## src/rtl/core/sync_header_length_deframer_top_defines.svh

```systemverilog
// ----------------------------------------------------------------------------
// Assertion macros for the sync header length deframer
// Shared property wrappers, clocked on clk and disabled during reset.
// ----------------------------------------------------------------------------
`ifndef SYNC_HEADER_LENGTH_DEFRAMER_TOP_DEFINES_SVH
`define SYNC_HEADER_LENGTH_DEFRAMER_TOP_DEFINES_SVH

// Same-cycle implication.
`define SHLD_ASSERT_NOW(lbl, ante, cons, msg) \
	lbl: assert property (@(posedge clk) disable iff (!arst_n) (ante) |-> (cons)) \
		else $error(msg);

// Next-cycle implication.
`define SHLD_ASSERT_NEXT(lbl, ante, cons, msg) \
	lbl: assert property (@(posedge clk) disable iff (!arst_n) (ante) |=> (cons)) \
		else $error(msg);

`endif

```

## src/rtl/core/shld_pkg.sv

```systemverilog
// ----------------------------------------------------------------------------
// shld_pkg
// Constants and types shared by the deframer top level and its header hunter.
// ----------------------------------------------------------------------------
package shld_pkg;

	// Header layout
	localparam int HEADER_BYTES = 10;
	localparam int WIN_DEPTH    = HEADER_BYTES - 1;
	localparam int CODE_SLOT    = 5;
	localparam int LEN_LO_SLOT  = 6;
	localparam int LEN_HI_SLOT  = 7;

	localparam logic [7:0] SYNC_A = 8'h68;
	localparam logic [7:0] SYNC_B = 8'hFF;

	// Header match result from the hunter
	typedef struct packed {
		logic        hit;
		logic [7:0]  code;
		logic [15:0] length;
	} hunt_res_t;

endpackage

```

## src/rtl/core/shld_hunt.sv

```systemverilog
// ----------------------------------------------------------------------------
// shld_hunt
// Sync window and header match: holds the last bytes seen while hunting.
// ----------------------------------------------------------------------------
module shld_hunt (
	input  logic                clk,
	input  logic                arst_n,
	input  logic                step,
	input  logic [7:0]          byte_in,
	output shld_pkg::hunt_res_t res
);

	logic [7:0] win_q [shld_pkg::WIN_DEPTH];
	logic [7:0] slot  [shld_pkg::HEADER_BYTES];

	// Newest byte sits in the last slot
	always_comb begin
		for (int i = 0; i < shld_pkg::WIN_DEPTH; i++) begin
			slot[i] = win_q[i];
		end
		slot[shld_pkg::HEADER_BYTES-1] = byte_in;
	end

	always_comb begin
		res.hit = (slot[0] == shld_pkg::SYNC_A) && (slot[1] == shld_pkg::SYNC_A) &&
			(slot[2] == shld_pkg::SYNC_B) && (slot[3] == shld_pkg::SYNC_B) &&
			(slot[4] == shld_pkg::SYNC_B) &&
			(slot[8] == shld_pkg::SYNC_A) && (slot[9] == shld_pkg::SYNC_A);
		res.code   = slot[shld_pkg::CODE_SLOT];
		res.length = {slot[shld_pkg::LEN_HI_SLOT], slot[shld_pkg::LEN_LO_SLOT]};
	end

	// Clear on a hit, otherwise advance by one byte
	always_ff @(posedge clk or negedge arst_n) begin
		if (!arst_n) begin
			for (int i = 0; i < shld_pkg::WIN_DEPTH; i++) begin
				win_q[i] <= '0;
			end
		end else if (step) begin
			for (int i = 0; i < shld_pkg::WIN_DEPTH; i++) begin
				win_q[i] <= res.hit ? 8'h00 : slot[i+1];
			end
		end
	end

endmodule

```

## src/rtl/core/sync_header_length_deframer_top.sv

```systemverilog
// ----------------------------------------------------------------------------
// sync_header_length_deframer_top
// Pulls length-prefixed frames out of a byte stream and streams the payload.
// ----------------------------------------------------------------------------
// Usage:
//   Byte channel (byte_valid / byte_stall / byte_in) carries one received
//   byte per transaction. Result channel (result_valid / result_stall and
//   the payload fields) carries one payload byte per transaction with its
//   index, the frame code, the frame length and a last flag.
//   While hunting, bytes fill a ten-byte sync window; a header produces no
//   transaction unless its length is zero, in which case one empty marker
//   (is_empty and is_last set) goes out. Payload bytes are never searched.
// Timing:
//   One byte per cycle while no held result is stalled. A byte is registered
//   on entry, decoded by the window compare and length counter, and its
//   result is registered on the output, so result_valid follows the entry
//   register via the result register; the compare and counter set the rate.
// Reset:
//   arst_n clears the window, the frame state and both valid flags; the
//   block hunts from an all-zero window.
// Stall:
//   A held result keeps its fields stable. The entry register still drains
//   bytes that give no result; otherwise byte_stall rises while it waits.
// ----------------------------------------------------------------------------
module sync_header_length_deframer_top (
	input  logic        clk,
	input  logic        arst_n,
	input  logic        byte_valid,
	output logic        byte_stall,
	input  logic [7:0]  byte_in,
	output logic        result_valid,
	input  logic        result_stall,
	output logic [7:0]  payload_byte,
	output logic [15:0] payload_index,
	output logic [7:0]  frame_code,
	output logic [15:0] frame_length,
	output logic        is_last,
	output logic        is_empty
);

	// Entry register
	logic        valid_s1;
	logic [7:0]  byte_s1;

	// Frame state
	logic        in_frame_q;
	logic [15:0] bytes_taken_q;
	logic [15:0] expected_length_q;
	logic [7:0]  latched_code_q;

	// Result register
	logic        result_valid_q;
	logic [7:0]  payload_byte_q;
	logic [15:0] payload_index_q;
	logic [7:0]  frame_code_q;
	logic [15:0] frame_length_q;
	logic        is_last_q;
	logic        is_empty_q;

	shld_pkg::hunt_res_t hunt;

	logic        empty_hit;
	logic        res_gen;
	logic        s1_go;
	logic        byte_take;
	logic        frame_last;
	logic [16:0] next_count;

	shld_hunt u_hunt (
		.clk     (clk),
		.arst_n  (arst_n),
		.step    (s1_go && !in_frame_q),
		.byte_in (byte_s1),
		.res     (hunt)
	);

	// Decode the byte in the entry register
	always_comb begin
		empty_hit  = !in_frame_q && hunt.hit && (hunt.length == 16'd0);
		res_gen    = valid_s1 && (in_frame_q || empty_hit);
		// Bytes that produce no result never wait on the output side
		s1_go      = valid_s1 && (!res_gen || !result_valid_q || !result_stall);
		byte_stall = valid_s1 && !s1_go;
		byte_take  = byte_valid && !byte_stall;
		next_count = {1'b0, bytes_taken_q} + 17'd1;
		frame_last = next_count >= {1'b0, expected_length_q};
	end

	// Entry register: load on each transaction, drop when drained
	always_ff @(posedge clk or negedge arst_n) begin
		if (!arst_n) begin
			valid_s1 <= 1'b0;
		end else if (byte_take) begin
			valid_s1 <= 1'b1;
		end else if (s1_go) begin
			valid_s1 <= 1'b0;
		end
	end

	always_ff @(posedge clk) begin
		if (byte_take) begin
			byte_s1 <= byte_in;
		end
	end

	// Frame state: latch header, count payload, end frame on last byte
	always_ff @(posedge clk or negedge arst_n) begin
		if (!arst_n) begin
			in_frame_q        <= 1'b0;
			bytes_taken_q     <= '0;
			expected_length_q <= '0;
			latched_code_q    <= '0;
		end else if (s1_go) begin
			if (in_frame_q) begin
				if (frame_last) begin
					in_frame_q        <= 1'b0;
					bytes_taken_q     <= '0;
					expected_length_q <= '0;
				end else begin
					bytes_taken_q <= next_count[15:0];
				end
			end else if (hunt.hit) begin
				latched_code_q <= hunt.code;
				if (hunt.length != 16'd0) begin
					in_frame_q        <= 1'b1;
					expected_length_q <= hunt.length;
					bytes_taken_q     <= '0;
				end
			end
		end
	end

	// Result register: hold while stalled, release when taken
	always_ff @(posedge clk or negedge arst_n) begin
		if (!arst_n) begin
			result_valid_q <= 1'b0;
		end else if (s1_go && res_gen) begin
			result_valid_q <= 1'b1;
		end else if (!result_stall) begin
			result_valid_q <= 1'b0;
		end
	end

	always_ff @(posedge clk) begin
		if (s1_go && res_gen) begin
			if (in_frame_q) begin
				payload_byte_q  <= byte_s1;
				payload_index_q <= bytes_taken_q;
				frame_code_q    <= latched_code_q;
				frame_length_q  <= expected_length_q;
				is_last_q       <= frame_last;
				is_empty_q      <= 1'b0;
			end else begin
				payload_byte_q  <= 8'h00;
				payload_index_q <= 16'd0;
				frame_code_q    <= hunt.code;
				frame_length_q  <= 16'd0;
				is_last_q       <= 1'b1;
				is_empty_q      <= 1'b1;
			end
		end
	end

	assign result_valid  = result_valid_q;
	assign payload_byte  = payload_byte_q;
	assign payload_index = payload_index_q;
	assign frame_code    = frame_code_q;
	assign frame_length  = frame_length_q;
	assign is_last       = is_last_q;
	assign is_empty      = is_empty_q;

	`include "sync_header_length_deframer_top_defines.svh"

	`SHLD_ASSERT_NOW(a_empty_marker, result_valid_q && is_empty_q, is_last_q && (payload_index_q == 16'd0) && (frame_length_q == 16'd0), "empty marker fields wrong")
	`SHLD_ASSERT_NOW(a_count_bound, in_frame_q, bytes_taken_q < expected_length_q, "payload count past frame length")
	`SHLD_ASSERT_NOW(a_hunt_idle, !in_frame_q, (bytes_taken_q == 16'd0) && (expected_length_q == 16'd0), "frame counters not clear while hunting")
	`SHLD_ASSERT_NEXT(a_entry_hold, valid_s1 && !s1_go, valid_s1 && $stable(byte_s1), "entry byte lost while blocked")

endmodule
```

## config.mk

```make
export PLATFORM = sky130hd
export DESIGN_NAME = sync_header_length_deframer_top
export DESIGN_NICKNAME = d
export VERILOG_FILES = /design/src/rtl/core/shld_pkg.sv /design/src/rtl/core/shld_hunt.sv /design/src/rtl/core/sync_header_length_deframer_top.sv
export VERILOG_INCLUDE_DIRS = /design/src /design/src/rtl/core
export SDC_FILE = /design/constraint.sdc
export NUM_CORES = 1
export LEC_CHECK = 0
export ABC_CLOCK_PERIOD_IN_PS = 7700
export BUFFER_PORTS_ARGS = -buffer_cell sky130_fd_sc_hd__buf_2
export CORE_AREA = 2 2 101 122
export CTS_CLUSTER_SIZE = 20
export DETAILED_ROUTE_END_ITERATION = 12
export DIE_AREA = 0 0 103 124
export PLACE_DENSITY = 0.83
export RECOVER_POWER = 50
export SETUP_SLACK_MARGIN = 0.1
export SLEW_MARGIN = 0
export SYNTH_ARGS = -nofsm -noshare
export SYNTH_HDL_FRONTEND = slang
export SYNTH_SLANG_ARGS = --single-unit
```

## constraint.sdc

```tcl
create_clock -name clk -period 7.7 [get_ports clk]
set_input_delay 0.385 -clock clk [delete_from_list [all_inputs] [get_ports clk]]
set_output_delay 0.385 -clock clk [all_outputs]
set_load 0.02 [all_outputs]
```

Yosys cells after proc, flatten, opt, wreduce, memory -nomap -nowiden
Index checks and enable logic that the tools add are counted.

storage, ports and cells
  flip-flop bits (word level) = 173
  input bits = 12
  output and inout bits = 52
  logic and storage cells = 92

cells by class
  muxes and demuxes = 27
  magnitude comparators = 1
  add/subtract/negate cells = 1
  reductions and logical operators = 31
  bitwise logic cells = 1
  eq/ne operators = 9

operator list
  operator                                              number
  two-way mux 16 bit                                    8
  two-way mux 8 bit                                     10
  equality test 8 x 7 -> 1 bit (second input constant)  4
  equality test 8 bit (second input constant)           3
  adder 16 x 1 -> 17 bit (second input constant)        1
  greater-or-equal comparator 17 x 16 -> 1 bit          1
  zero test 16 bit                                      1
  nonzero test 16 bit                                   1
  logical AND 1 bit                                     14
  two-way mux 1 bit                                     9
  zero test 1 bit                                       6
  AND reduction 3 bit                                   2
  nonzero test 2 bit                                    3
  != test 2 x 1 -> 1 bit (second input constant)        2
  AND reduction 4 bit                                   1
  logical OR 1 bit                                      3
  NOT 1 bit                                             1

Logic depth before layout (Yosys ltp)
  depth after elaboration = 20
  depth in mapped cells = 16
  mapped depth without buffers = 13

Modules after synthesis
From an unflattened synthesis, not the netlist that was laid out.

second synthesis, totals
  cells, all modules = 689
  area, all modules = 7,990.2 µm²

by module, submodules not included
  module                           area each (µm²)  times used  seq. area each (µm²)  cells each
  sync_header_length_deframer_top  4,792.1          1           2,817.7               368
  shld_hunt                        3,198.1          1           1,801.7               321

Worst setup path after synthesis
OpenSTA, ideal clock, no wires.

  kind = reg2reg
  start point = register u_hunt.win_q (netlist bit u_hunt.slot[9])
  end point = register frame_code_q[0], in the netlist frame_code[0], enable pin
  arrival = 4,088 ps
  cell stages (with the launch flop) = 7
  slack = 3,138 ps
  library setup time = 474 ps
  path buffers = 0
  clock period less this slack = 4,562 ps
  required time = 7,226 ps
  cell sequence = dfrtp_1 > or4_1 > nor4_2 > nand4_2 > nor2_1 > o21ai_0 > a21oi_1

between the ends
  word-level cells in the longest chain between the ends = 12

RTL lines
  element                             line                                    source
  start, declared                     shld_hunt.sv:13                         logic [7:0] win_q [shld_pkg::WIN_DEPTH];
  start signal, assigned by index     shld_hunt.sv:41                         win_q[i] <= res.hit ? 8'h00 : slot[i+1];
  equality test 8 x 7 -> 1 bit (*)    shld_hunt.sv:28                         (slot[8] == shld_pkg::SYNC_A) && (slot[9] == shld_pkg::SYNC_A);
  logical AND 1 bit (*)               shld_hunt.sv:27                         (slot[4] == shld_pkg::SYNC_B) &&
  logical AND 1 bit (*)               shld_hunt.sv:28
  logical AND 1 bit (*) (2 in a row)  sync_header_length_deframer_top.sv:79   empty_hit = !in_frame_q && hunt.hit && (hunt.length == 16'd0);
  logical OR 1 bit (*)                sync_header_length_deframer_top.sv:80   res_gen = valid_s1 && (in_frame_q || empty_hit);
  logical AND 1 bit (*)               sync_header_length_deframer_top.sv:80
  zero test 1 bit                     sync_header_length_deframer_top.sv:82   s1_go = valid_s1 && (!res_gen || !result_valid_q || !result_stall);
  logical OR 1 bit (2 in a row)       sync_header_length_deframer_top.sv:82
  logical AND 1 bit                   sync_header_length_deframer_top.sv:82
  logical AND 1 bit (*)               sync_header_length_deframer_top.sv:145  if (s1_go && res_gen) begin
  end signal, assigned                sync_header_length_deframer_top.sv:149  frame_code_q <= latched_code_q;
  end signal, assigned                sync_header_length_deframer_top.sv:156  frame_code_q <= hunt.code;
  end, declared                       sync_header_length_deframer_top.sv:55   logic [7:0] frame_code_q;

Every way passes the cells marked *; elsewhere a longest branch is shown, timed or not.
A chain may end at the register's enable or synchronous reset.

Final worst setup path
  start point = register bytes_taken_q[2]
  end point = register bytes_taken_q[2]

between the ends
  word-level cells in the longest chain between the ends = 4

RTL lines
  element                                       line                                    source
  start, declared                               sync_header_length_deframer_top.sv:47   logic [15:0] bytes_taken_q;
  start signal, assigned                        sync_header_length_deframer_top.sv:120  bytes_taken_q <= next_count[15:0];
  adder 16 x 1 -> 17 bit (*)                    sync_header_length_deframer_top.sv:85   next_count = {1'b0, bytes_taken_q} + 17'd1;
  greater-or-equal comparator 17 x 16 -> 1 bit  sync_header_length_deframer_top.sv:86   frame_last = next_count >= {1'b0, expected_length_q};
  two-way mux 16 bit (*)                        sync_header_length_deframer_top.sv:115  if (frame_last) begin
  two-way mux 16 bit (*)                        sync_header_length_deframer_top.sv:114  if (in_frame_q) begin

Marked as above.

==> summary.txt <==
Outcome
  • Status: complete, but fails checks
  • Failing checks: max-capacitance violations, max-slew violations

Final layout
  • Fillers: 815
  • Share of layout cells above drive strength 1: 0.118
  • # diodes: 0
  • Area delta synth->final: 13.8%
  • NumNets Final: 637

CTS
  • CTS Buf Count: 17
  • Worst-Skew Late Latency: 0.43 ns
  • Post-CTS Setup Inserts: 0
  • Post-CTS sizing: 0
  • H-tree levels: 4
  • Clock Sinks: 173
  • CTS root buf: clkbuf_16
  • Worst-path clk slew: 0.06 ns
  • Clk buf depth: 2
  • CTS tree: done

Min path
  • Hold depth: 1
  • WHS Endpoint: byte_s1[5]
  • Worst Hold Launch: byte_in[5]
  • Hold Crit Class: primary input to register

Timing
  • Max Slew Vio Count: 50
  • Max-slew headroom: -0.784
  • Clock skew: 0.00956 ns
  • Min Tclk post-route: 4.31 ns
  • RSZ-0062 raised after global routing: false
  • FMAX: 232 MHz
  • Finish-stage setup viols: 0
  • Worst-Margin Slew: 2.68 ns
  • Crit share post-route: 0.559
  • Post-route setup TNS: 0 ns
  • Setup WS post-layout: 3.39 ns
  • Hold Vio Cnt, Final: 0

Worst setup path
  • CP cell instances: nand4_1, nor3_1, nand4_1, nor2_1, xor2_1, ha_1, a21o_1, a211o_1, a41oi_1, nand3_1, or3b_2, o211ai_1
  • Crit-path max cell delay: 0.70 ns
  • Crit path required time: 8.04 ns
  • R2r endpoint: bytes_taken_q[2]
  • Cell mode on critical path: nand4_1
  • Critical setup path kind: register to register
  • Crit. End Element: register
  • Crit path max fanout: 18
  • CP max-delay cell: or3b_2
  • R2R depth: 12
  • Reg2Reg Setup Slack: 3.39 ns
  • Worst EP arrival: 4.65 ns
  • CP startpoint kind: register
  • RR Startpoint: bytes_taken_q[2]

Logic synthesis
  • Flop and latch count out of synthesis: 173
  • Post-Syn Nets: 579
  • Register area share after synthesis: 0.636
  • YS warnings: 0
  • Cells after Synth: 550
  • Post-synth EDFFs: 58
  • Synthesized area: 7260 um2
  • Post-synth cell types: 57
  • Syn avg cell area: 13.2 um2
  • Asr flop ratio synth: 0.665
  • Ys flop type: dfrtp_1

Floorplanning
  • Die area: 12800 um2
  • Cell Rows: 43
  • Die height: 124 um
  • I/O pin count: 64
  • Initial core utilization: 0.631
  • Core ar.: 11500 um2
  • Die Wd: 103 um

GRT
  • GRT overflow: 0
  • Vias in the first global route: 4832
  • First-pass GRT wire length: 24.4 mm
  • Initial antenna violation count: 0
  • Largest net degree at the start of global routing: 73
  • GR Util All Layers: 0.255

Route
  • DR vias: 4827
  • DR iter-0 viols: 393
  • Final ANT Viol Nets: 0
  • Routed length per instance: 19.7 um
  • DR pass1 iterations: 5
  • Routed wire length: 15.3 mm
  • Vias/cell: 6.20
  • Drc violations: 0

Placed design
  • Placement Setup Slack: 3.59 ns
  • Port bufs: 63
  • Final weighted congestion in routability-driven placement: 0.951
  • Post-DP HPWL: 9.91 mm

Power and ir drop
  • Peak VDD IR: 210 uV
  • P_leak: 3.36 nW
  • Total Power: 2.06 mW
  • Cell area power density: 250 nW/um2

Flow run
  • MaxCap Viol Count: 1
==> cell families (layout without fill, tap and decap cells) <==
group           Yosys count  in the layout  synth area share
buf+inv                  50            121            0.0293
xor+xnor                 12             12            0.0145
fa+ha+maj                17             17            0.0293
simple gates            153            153             0.119
compound gates          129            129             0.147
mux                      16             16            0.0248
flops                   173            173             0.636
==> critical path: cells and delay by family (launching register included) <==
family / cells / cell delay [ns]
DFF: 1 / 0.48
adders and majority gates: 1 / 0.19
AOI/OAI and AO/OA: 4 / 0.89
and+or+nand+nor: 6 / 2.57
xor gates and xnor gates: 1 / 0.10
==> worst max path at each step <==
stage	from	to	slack [ns]	cells after the start
finish	bytes_taken_q[2]	bytes_taken_q[2]	3.39	12
global placement	bytes_taken_q[2]	bytes_taken_q[2]	3.85	12
CTS	bytes_taken_q[2]	bytes_taken_q[2]	3.44	12
floorplan	u_hunt.slot[9]	frame_code[0]	3.14	6
detailed placement	bytes_taken_q[2]	bytes_taken_q[2]	3.59	12
global route	in_frame_q	bytes_taken_q[13]	3.06	6
==> area by class of cell <==
| class | instances | area (um2) | share of cell area |
|---|---|---|---|
| Clock buffer | 22 | 495 | 0.0600 |
| Clock inverter | 10 | 133 | 0.0161 |
| Inverter | 21 | 78.8 | 0.00954 |
| Multi-Input combinational cell | 327 | 2450 | 0.296 |
| Sequential cell | 173 | 4620 | 0.559 |
| Tap cell | 157 | 196 | 0.0238 |
| Timing Repair Buffer | 68 | 290 | 0.0351 |
==> where the power goes <==
part	switching, mW	internal (mW)
combinational	0.0452	0.0541
clock	0.336	0.553
sequential	0.0661	1.01
==> cell usage after synthesis, drive strengths merged, types with 2 or more instances <==
cell | count | area, um2
nor4 | 7 | 56.3
clkbuf | 19 | 71.3
o21a | 2 | 15.0
nand3 | 10 | 50.1
nor2 | 32 | 123
ha | 17 | 213
or4bb | 2 | 22.5
nand2b | 4 | 32.5
edfxtp | 58 | 1740
xnor2 | 8 | 70.1
o31ai | 3 | 22.5
nor4bb | 3 | 30.0
nand4 | 17 | 113
a21oi | 7 | 35.0
or2 | 5 | 31.3
nand2 | 29 | 109
a221o | 4 | 40.0
or3 | 2 | 12.5
o21bai | 2 | 15.0
nor3 | 3 | 15.0
a21o | 2 | 15.0
nor4b | 3 | 26.3
o2bb2a | 2 | 20.0
o21ai | 10 | 53.8
mux2 | 16 | 180
nor2b | 2 | 12.5
inv | 20 | 75.1
dfrtp | 115 | 2880
xor2 | 4 | 35.0
a22o | 89 | 780
and2 | 26 | 163
buf | 10 | 62.6
==> repair_timing <==
| action | 4_1_cts | 5_1_grt |
|---|---|---|
| hold endpoints to repair | 6 | 0 |
| setup endpoints to repair | 0 | 0 |
| hold buffers | 1 | 0 |
==> metrics by stage <==
| step | utilization | instance area, um2 | hold slack (ns) | std cells |
|---|---|---|---|---|
| 5_1_grt | 0.717 | 8260 | 0.120 | 778 |
| 4_1_cts | 0.723 | 8330 | 0.131 | 778 |
| 6_report | 0.717 | 8260 | 0.137 | 778 |
| 3_5_place_dp | 0.668 | 7690 | 0.439 | 745 |
| 2_1_floorplan | - | 7260 | 0.0894 | 550 |
| 3_3_place_gp | 0.668 | 7690 | 0.430 | 745 |
==> layer usage <==
metal / vias up / GRT usage / routed length [um]
met4: 0 / 0.121 / 541
met3: 45 / 0.0600 / 793
li1: 2184 / - / -
met2: 180 / 0.431 / 8020
met5: - / 0 / 0
met1: 2418 / 0.308 / 5990
==> state kept, by name, summed over array words and instances, names as in the netlist <==
register,cells
valid_s1,1
is_empty,1
u_hunt.res,24
result_valid,1
u_hunt.slot,48
expected_length_q,16
frame_code,8
payload_index,16
frame_length,16
is_last,1
payload_byte,8
bytes_taken_q,16
in_frame_q,1
byte_s1,8
latched_code_q,8
==> layout by cell type, fill, tap and decap left out, types with 7 or more instances in the layout <==
cell type	count
inv_1	20
nand2_1	29
nand4_1	16
nor2_1	31
clkbuf_1	53
o21ai_0	7
edfxtp_1	58
ha_1	17
nand3_1	10
xnor2_1	8
and2_0	17
mux2_2	15
dfrtp_1	115
buf_2	11
clkbuf_16	18
a22o_1	89
and2_1	8
Power figures use the tool's default switching activity.
